`config.mk`:
```
export PLATFORM = sky130hd
export DESIGN_NAME = single_wire_humidity_sensor_reader_flat
export DESIGN_NICKNAME = d
export VERILOG_FILES = /design/src/swhsr_pkg.sv /design/src/swhsr_if.sv /design/src/single_wire_humidity_sensor_reader.sv /design/src/flat_wrapper.sv
export SDC_FILE = /design/constraint.sdc
export NUM_CORES = 1
export LEC_CHECK = 0
export BUFFER_PORTS_ARGS = -buffer_cell sky130_fd_sc_hd__buf_4
export CORE_UTILIZATION = 45
export DETAILED_ROUTE_END_ITERATION = 12
export GPL_TIMING_DRIVEN = 0
export HOLD_SLACK_MARGIN = 0.15
export SLEW_MARGIN = 30
export SYNTH_ARGS = -nofsm -noshare
export SYNTH_HDL_FRONTEND = slang
export SYNTH_SLANG_ARGS = --single-unit
export TNS_END_PERCENT = 50
```
`constraint.sdc`:
```
create_clock -name clk_i -period 4.6 [get_ports clk_i]
set_clock_uncertainty 0.2 [all_clocks]
set_input_delay 0.23 -clock clk_i [delete_from_list [all_inputs] [get_ports clk_i]]
set_output_delay 0.23 -clock clk_i [all_outputs]
set_load 0.02 [all_outputs]
```
`src/swhsr_pkg.sv`:
```
// ----------------------------------------------------------------------------
// swhsr_pkg
// Types and constants of the single-wire humidity sensor reader.
// ----------------------------------------------------------------------------
package swhsr_pkg;

  localparam int unsigned FrameBits = 40;
  localparam int unsigned TickW     = 16;
  localparam int unsigned BitIdxW   = 6;

  localparam logic [TickW-1:0] TickMax = {TickW{1'b1}};

  localparam logic [15:0] StartLowReset    = 16'd2000;
  localparam logic [7:0]  ReleaseHighReset = 8'd60;
  localparam logic [7:0]  OneThreshReset   = 8'd96;

  typedef enum logic [1:0] {
    CfgStartLow    = 2'd0,
    CfgReleaseHigh = 2'd1,
    CfgOneThresh   = 2'd2,
    CfgUnused      = 2'd3
  } cfg_idx_e;

  typedef enum logic [3:0] {
    PhIdle     = 4'd0,
    PhStartLow = 4'd1,
    PhDrvHigh  = 4'd2,
    PhWaitResp = 4'd3,
    PhRespLow  = 4'd4,
    PhRespHigh = 4'd5,
    PhBitLow   = 4'd6,
    PhBitHigh  = 4'd7
  } phase_e;

  typedef struct packed {
    logic start_request;
    logic line_in;
  } in_word_t;

  typedef struct packed {
    logic        drive_enable;
    logic        drive_level;
    logic        busy_res;
    logic        done_res;
    logic [15:0] humidity;
    logic [15:0] temperature;
    logic        checksum_ok;
  } out_word_t;

endpackage

```
`src/swhsr_if.sv`:
```
// ----------------------------------------------------------------------------
// swhsr_if
// Valid/ready channels that carry tick words in and result words out.
// ----------------------------------------------------------------------------
interface swhsr_in_if;
  logic               valid;
  logic               ready;
  swhsr_pkg::in_word_t data;

  modport source (output valid, output data, input ready);
  modport sink   (input valid, input data, output ready);
endinterface

interface swhsr_out_if;
  logic                valid;
  logic                ready;
  swhsr_pkg::out_word_t data;

  modport source (output valid, output data, input ready);
  modport sink   (input valid, input data, output ready);
endinterface

```
`src/single_wire_humidity_sensor_reader.sv`:
```
// ----------------------------------------------------------------------------
// single_wire_humidity_sensor_reader
// Host side of a single-wire humidity and temperature sensor link.
// ----------------------------------------------------------------------------
// Each input word is one sampling tick of the data line and is accepted in
// any cycle in which the output register is empty or being emptied, so the
// block sustains one tick per clock. Its result word appears in the output
// register on the next cycle; a stalled output holds the input back only
// while that single register stays full. On a start request the block drives
// the line low, then high, releases it, skips the sensor response and times
// forty high pulses, MSB first, before latching humidity, temperature and the
// checksum flag. There are no timeouts.
module single_wire_humidity_sensor_reader (
  input  logic              clk_i,
  input  logic              rst_ni,
  input  logic              cfg_we_i,
  input  logic [1:0]        cfg_idx_i,
  input  logic [15:0]       cfg_data_i,
  swhsr_in_if.sink          in_i,
  swhsr_out_if.source       out_o
);

  logic [15:0] start_low_q;
  logic [7:0]  release_high_q;
  logic [7:0]  one_thresh_q;

  swhsr_pkg::phase_e                   phase_q, phase_d;
  logic [swhsr_pkg::TickW-1:0]         tick_q, tick_d;
  logic [swhsr_pkg::BitIdxW-1:0]       bit_idx_q, bit_idx_d;
  logic [swhsr_pkg::FrameBits-1:0]     frame_q, frame_d;
  logic [15:0]                         hum_q, hum_d;
  logic [15:0]                         temp_q, temp_d;
  logic                                csum_ok_q, csum_ok_d;
  logic                                done;
  logic [7:0]                          byte_sum;

  logic                 out_valid_q;
  swhsr_pkg::out_word_t out_q, out_d;
  logic                 accept;

  assign in_i.ready  = ~out_valid_q | out_o.ready;
  assign accept      = in_i.valid & in_i.ready;
  assign out_o.valid = out_valid_q;
  assign out_o.data  = out_q;

  always_ff @(posedge clk_i or negedge rst_ni) begin
    if (!rst_ni) begin
      start_low_q    <= swhsr_pkg::StartLowReset;
      release_high_q <= swhsr_pkg::ReleaseHighReset;
      one_thresh_q   <= swhsr_pkg::OneThreshReset;
    end else if (cfg_we_i) begin
      unique case (swhsr_pkg::cfg_idx_e'(cfg_idx_i))
        swhsr_pkg::CfgStartLow:    start_low_q    <= cfg_data_i;
        swhsr_pkg::CfgReleaseHigh: release_high_q <= cfg_data_i[7:0];
        swhsr_pkg::CfgOneThresh:   one_thresh_q   <= cfg_data_i[7:0];
        default: ;
      endcase
    end
  end

  always_comb begin
    phase_d   = phase_q;
    tick_d    = tick_q;
    bit_idx_d = bit_idx_q;
    frame_d   = frame_q;
    hum_d     = hum_q;
    temp_d    = temp_q;
    csum_ok_d = csum_ok_q;
    done      = 1'b0;
    byte_sum  = 8'd0;

    unique case (phase_q)
      swhsr_pkg::PhIdle: begin
        if (in_i.data.start_request) begin
          phase_d   = swhsr_pkg::PhStartLow;
          tick_d    = swhsr_pkg::TickW'(1);
          bit_idx_d = '0;
          frame_d   = '0;
        end
      end
      swhsr_pkg::PhStartLow: begin
        if (tick_q >= start_low_q) begin
          phase_d = swhsr_pkg::PhDrvHigh;
          tick_d  = swhsr_pkg::TickW'(1);
        end else begin
          tick_d = tick_q + 1'b1;
        end
      end
      swhsr_pkg::PhDrvHigh: begin
        if (tick_q >= {8'd0, release_high_q}) begin
          phase_d = swhsr_pkg::PhWaitResp;
          tick_d  = '0;
        end else begin
          tick_d = tick_q + 1'b1;
        end
      end
      swhsr_pkg::PhWaitResp: begin
        if (!in_i.data.line_in) phase_d = swhsr_pkg::PhRespLow;
      end
      swhsr_pkg::PhRespLow: begin
        if (in_i.data.line_in) phase_d = swhsr_pkg::PhRespHigh;
      end
      swhsr_pkg::PhRespHigh: begin
        if (!in_i.data.line_in) phase_d = swhsr_pkg::PhBitLow;
      end
      swhsr_pkg::PhBitLow: begin
        if (in_i.data.line_in) begin
          phase_d = swhsr_pkg::PhBitHigh;
          tick_d  = swhsr_pkg::TickW'(1);
        end
      end
      swhsr_pkg::PhBitHigh: begin
        if (in_i.data.line_in) begin
          if (tick_q != swhsr_pkg::TickMax) tick_d = tick_q + 1'b1;
        end else begin
          frame_d   = {frame_q[swhsr_pkg::FrameBits-2:0], (tick_q > {8'd0, one_thresh_q})};
          bit_idx_d = bit_idx_q + 1'b1;
          tick_d    = '0;
          if (bit_idx_d >= swhsr_pkg::BitIdxW'(swhsr_pkg::FrameBits)) begin
            byte_sum  = frame_d[39:32] + frame_d[31:24] + frame_d[23:16] + frame_d[15:8];
            hum_d     = frame_d[39:24];
            temp_d    = frame_d[23:8];
            csum_ok_d = (byte_sum == frame_d[7:0]);
            done      = 1'b1;
            phase_d   = swhsr_pkg::PhIdle;
          end else begin
            phase_d = swhsr_pkg::PhBitLow;
          end
        end
      end
      default: phase_d = swhsr_pkg::PhIdle;
    endcase

    out_d.drive_enable = (phase_d == swhsr_pkg::PhStartLow) ||
                         (phase_d == swhsr_pkg::PhDrvHigh);
    out_d.drive_level  = (phase_d == swhsr_pkg::PhDrvHigh);
    out_d.busy_res     = (phase_d != swhsr_pkg::PhIdle);
    out_d.done_res     = done;
    out_d.humidity     = hum_d;
    out_d.temperature  = temp_d;
    out_d.checksum_ok  = csum_ok_d;
  end

  always_ff @(posedge clk_i or negedge rst_ni) begin
    if (!rst_ni) begin
      phase_q     <= swhsr_pkg::PhIdle;
      tick_q      <= '0;
      bit_idx_q   <= '0;
      frame_q     <= '0;
      hum_q       <= '0;
      temp_q      <= '0;
      csum_ok_q   <= 1'b0;
      out_valid_q <= 1'b0;
    end else begin
      if (accept) begin
        phase_q     <= phase_d;
        tick_q      <= tick_d;
        bit_idx_q   <= bit_idx_d;
        frame_q     <= frame_d;
        hum_q       <= hum_d;
        temp_q      <= temp_d;
        csum_ok_q   <= csum_ok_d;
        out_valid_q <= 1'b1;
      end else if (out_o.ready) begin
        out_valid_q <= 1'b0;
      end
    end
  end

  always_ff @(posedge clk_i) begin
    if (accept) out_q <= out_d;
  end

  a_accept_fills: assert property (@(posedge clk_i) disable iff (!rst_ni)
    accept |=> out_valid_q)
    else $error("accepted word left no result");

  a_stall_blocks: assert property (@(posedge clk_i) disable iff (!rst_ni)
    (out_valid_q && !out_o.ready) |-> !in_i.ready)
    else $error("input taken while result register is stalled");

  a_level_needs_drive: assert property (@(posedge clk_i) disable iff (!rst_ni)
    (out_valid_q && out_q.drive_level) |-> out_q.drive_enable)
    else $error("drive level high with line released");

  a_done_ends_busy: assert property (@(posedge clk_i) disable iff (!rst_ni)
    (out_valid_q && out_q.done_res) |-> (!out_q.busy_res && phase_q == swhsr_pkg::PhIdle))
    else $error("frame finished while still busy");

  a_bit_idx_range: assert property (@(posedge clk_i) disable iff (!rst_ni)
    bit_idx_q <= swhsr_pkg::BitIdxW'(swhsr_pkg::FrameBits))
    else $error("bit index ran past the frame");

endmodule

```
`src/flat_wrapper.sv`:
```
// flat-port wrapper written by rule: the top's interface ports become plain ports
module single_wire_humidity_sensor_reader_flat 
  (clk_i, rst_ni, cfg_we_i, cfg_idx_i, cfg_data_i, in_i_valid, in_i_data, in_i_ready, out_o_valid, out_o_data, out_o_ready);
  swhsr_in_if in_i_i ();
  swhsr_out_if out_o_i ();
  input  logic clk_i;
  input  logic rst_ni;
  input  logic cfg_we_i;
  input  logic [1:0] cfg_idx_i;
  input  logic [15:0] cfg_data_i;
  input wire logic [$bits(in_i_i.valid)-1:0] in_i_valid;
  input wire logic [$bits(in_i_i.data)-1:0] in_i_data;
  output wire logic [$bits(in_i_i.ready)-1:0] in_i_ready;
  output wire logic [$bits(out_o_i.valid)-1:0] out_o_valid;
  output wire logic [$bits(out_o_i.data)-1:0] out_o_data;
  input wire logic [$bits(out_o_i.ready)-1:0] out_o_ready;
  assign in_i_i.valid = in_i_valid;
  assign in_i_i.data = in_i_data;
  assign in_i_ready = in_i_i.ready;
  assign out_o_valid = out_o_i.valid;
  assign out_o_data = out_o_i.data;
  assign out_o_i.ready = out_o_ready;
  single_wire_humidity_sensor_reader u_core (.clk_i(clk_i), .rst_ni(rst_ni), .cfg_we_i(cfg_we_i), .cfg_idx_i(cfg_idx_i), .cfg_data_i(cfg_data_i), .in_i(in_i_i), .out_o(out_o_i));
endmodule
```
==> run metrics <==
Layout Nets 968; Crit Path Category reg -> reg; Sw Share 0.281; Comb power frac 0.208; min-delay worst type in -> reg; row count 49; drt drc 0; cell family contributing the most delay on the critical path adder cells; fmax 283 MHz; sequential share of power 0.420; final worst path period need 3.53 ns; synthesized flop and latch total 168; largest net degree at the start of global routing 72; clk root buf clkbuf_16; Layout Cells excl Fill 1,129; Psw 1.20 mW; Leakage 4.69 nW; synthesized area 0.00849 mm2; Synth Area in Compound Gates 0.115; post-DP HPWL 13.4 mm; run status completed; most common cell after layout, fill and taps aside nand2_1; Final Power 4.27 mW; GRT Util Overall 0.206; sequential element share of the synthesized area 0.519; post-synthesis cell count 782; Post-Place Cells 1,074; routed wire length per instance 16.4 um; DRT iter0 DRCs 390; First-pass DRT Iterations 5; setup TNS 0 ns; multiplexer share of the synthesized area 0.0687; worst path bufs/invs 4; grt ovf 0; Post-Route WL 18.5 mm; vias in the first global route 6,365; required time of the worst setup path 4.65 ns; Post-Synth XOR/XNOR Area 0.0196; max-slew violations 0; Final GP Congestion 0.884; slowest stage delay, CP 0.55 ns; ys flop type dfrtp_1; IO Count 64; Post-synth ARST share 0.780; Distinct cells, synth 57; number of port buffers 62; CP max-delay cell fa_1; YS warnings 0; maxcap violations 0; Pint 3.07 mW; DR vias/cell 5.32; initial antenna violation count 0; hold buffers post-CTS 24; RSZ-0062 raised after global routing no; largest family of logic cells by synthesized area simple AND/OR/NAND/NOR gates; critical path's most frequent cell inv_1; CP max FO 4; Least-Margin Pin Slew 0.641 ns; worst slack at placement 1.08 ns; maximum VDD drop 0.294 mV; clock buffer depth 2; syn_area_per_cell 10.9 um2; Fin. Hold Viols 0; relative slew slack 0.570; clock group share of total power 0.372; PnR worst setup slack 1.07 ns; first-pass GRT wire length 31.5 mm; layout cells sized above 1 0.200; Simple-Gate Fraction of Synth Area 0.141; die height 139 um; Num CTS Buffers 17; die area 0.0194 mm2; EDFF count, synth 37; Reg clk slew, reported paths 0.06 ns; Starting Density 0.466; Final setup viols 0; TritonCTS clock tree yes; worst-path cell chain fa_1 -> inv_1 -> fa_1 -> inv_1 -> ha_1 -> inv_1 -> fa_1 -> inv_1 -> a21o_1 -> a21oi_1 -> o21ai_0 -> xnor2_1 -> nand4_1 -> o21ai_0; area grow syn2layout 19.9%; Clock H-tree levels 4; post-synth net total 862; FILL cells 1,516; CP arrival 3.59 ns; Worst Setup End Kind flop; CP Launch Type flop; most frequent cells in the layout nand2_1 (131), dfrtp_1 (119), buf_4 (62); PwrDens 420 mW/mm2; crit share post-route 0.768; worst-skew pair later-pin latency 0.42 ns; Die Span X 139 um; Via Count 6,009; Antenna Nets Post-Route 0; CTS resizes 0; Post-CTS Setup Bufs 0; CTS sink count 168; number of diodes 0; adder-cell area share of the yosys netlist 0.0935; Core Area 0.0182 mm2
tightest hold or removal path, stage by stage:
cell	delay (ns)
buf_4	0.09
nor3b_1	0.08
clkbuf_1	0.23
o21ai_0	0.19
routing by layer:
metal  vias to the layer above  share of wire  track usage
met1                      2948           0.44        0.255
met2                       101           0.51        0.358
met4                         0          0.020       0.0713
met5                         -              0            0
met3                        21          0.028       0.0399
li1                       2939              -            -
sequential cells by signal, indices dropped and copies added (netlist names):
| name | flops |
|---|---|
| u_core.phase_q | 4 |
| u_core.tick_q | 16 |
| u_core.csum_ok_q | 1 |
| u_core.hum_q | 16 |
| u_core.bit_idx_q | 6 |
| u_core.temp_q | 16 |
| u_core.out_o.valid | 1 |
| u_core.frame_q | 39 |
| u_core.start_low_q | 16 |
| u_core.release_high_q | 8 |
| u_core.out_o.data | 37 |
| u_core.one_thresh_q | 8 |
power by group through the flow:
stage | clock (mW) | sequential, mW | combinational (mW)
after global placement | 0 | 1.82 | 0.850
after detailed placement | 0 | 1.82 | 0.873
after global routing | 1.68 | 1.82 | 1.01
after CTS | 1.62 | 1.79 | 0.897
final | 1.59 | 1.79 | 0.889
after floorplan | 0 | 1.82 | 0.581
through the flow:
step,util,instance area [um2],hold WS (ns)
after global placement,0.507,9240,0.231
after CTS,0.559,10200,0.234
after global routing,0.559,10200,0.300
after detailed placement,0.510,9280,-0.000129
final,0.559,10200,0.241
after floorplan,-,8490,-0.266
path summary, 6_finish.rpt:
check	from	to	slack, ns	depth (start not counted)
worst max-delay path	u_core.frame_q[8]	u_core.out_o.data[0]	1.07	14
worst min-delay path	cfg_idx_i[1]	u_core.start_low_q[14]	0.24	4
worst max register to register	u_core.frame_q[8]	u_core.out_o.data[0]	1.07	14
worst min register to register	u_core.hum_q[0]	u_core.hum_q[0]	0.27	2
max in group asynchronous	rst_ni	u_core.start_low_q[1]	2.21	4
min in group asynchronous	rst_ni	u_core.hum_q[1]	0.64	3
cell families after synthesis:
group | Yosys count
XOR/XNOR | 19
flip-flops | 168
multiplexers | 51
AND/OR/NAND/NOR | 254
AO/OA/AOI/OAI | 152
adder cells (fa/ha/maj) | 55
buffers and inverters | 83
cell type report:
class	count	area [um2]	share of cell area
sequential	168	4400	0.433
multi-input combinational	531	3710	0.365
timing repair buffer	87	741	0.0728
clock buffer	18	429	0.0422
tap	229	287	0.0282
clock inverter	13	226	0.0223
buffer	34	190	0.0187
inverter	49	184	0.0181
cell usage after synthesis, types with 6 or more instances:
library cell | instances | area [um2]
buf_6 | 6 | 67.6
o21ai_1 | 13 | 65.1
nand2_1 | 131 | 492
nor2_1 | 41 | 154
a21oi_1 | 27 | 135
nor2b_1 | 6 | 37.5
dfrtp_1 | 119 | 2980
mux2_2 | 46 | 518
nand4_1 | 11 | 68.8
fa_1 | 14 | 280
ha_1 | 41 | 513
a31oi_1 | 6 | 37.5
a22o_1 | 36 | 315
nor3_1 | 16 | 80.1
edfxtp_1 | 37 | 1110
o21ai_0 | 47 | 235
clkbuf_1 | 14 | 52.6
xnor2_1 | 15 | 131
inv_1 | 49 | 184
a211oi_1 | 6 | 45.0
nor4_1 | 6 | 37.5
dfstp_2 | 12 | 315
buf_2 | 8 | 40.0
nand3_1 | 10 | 50.1
No activity file was read; power rests on OpenSTA's default activity.
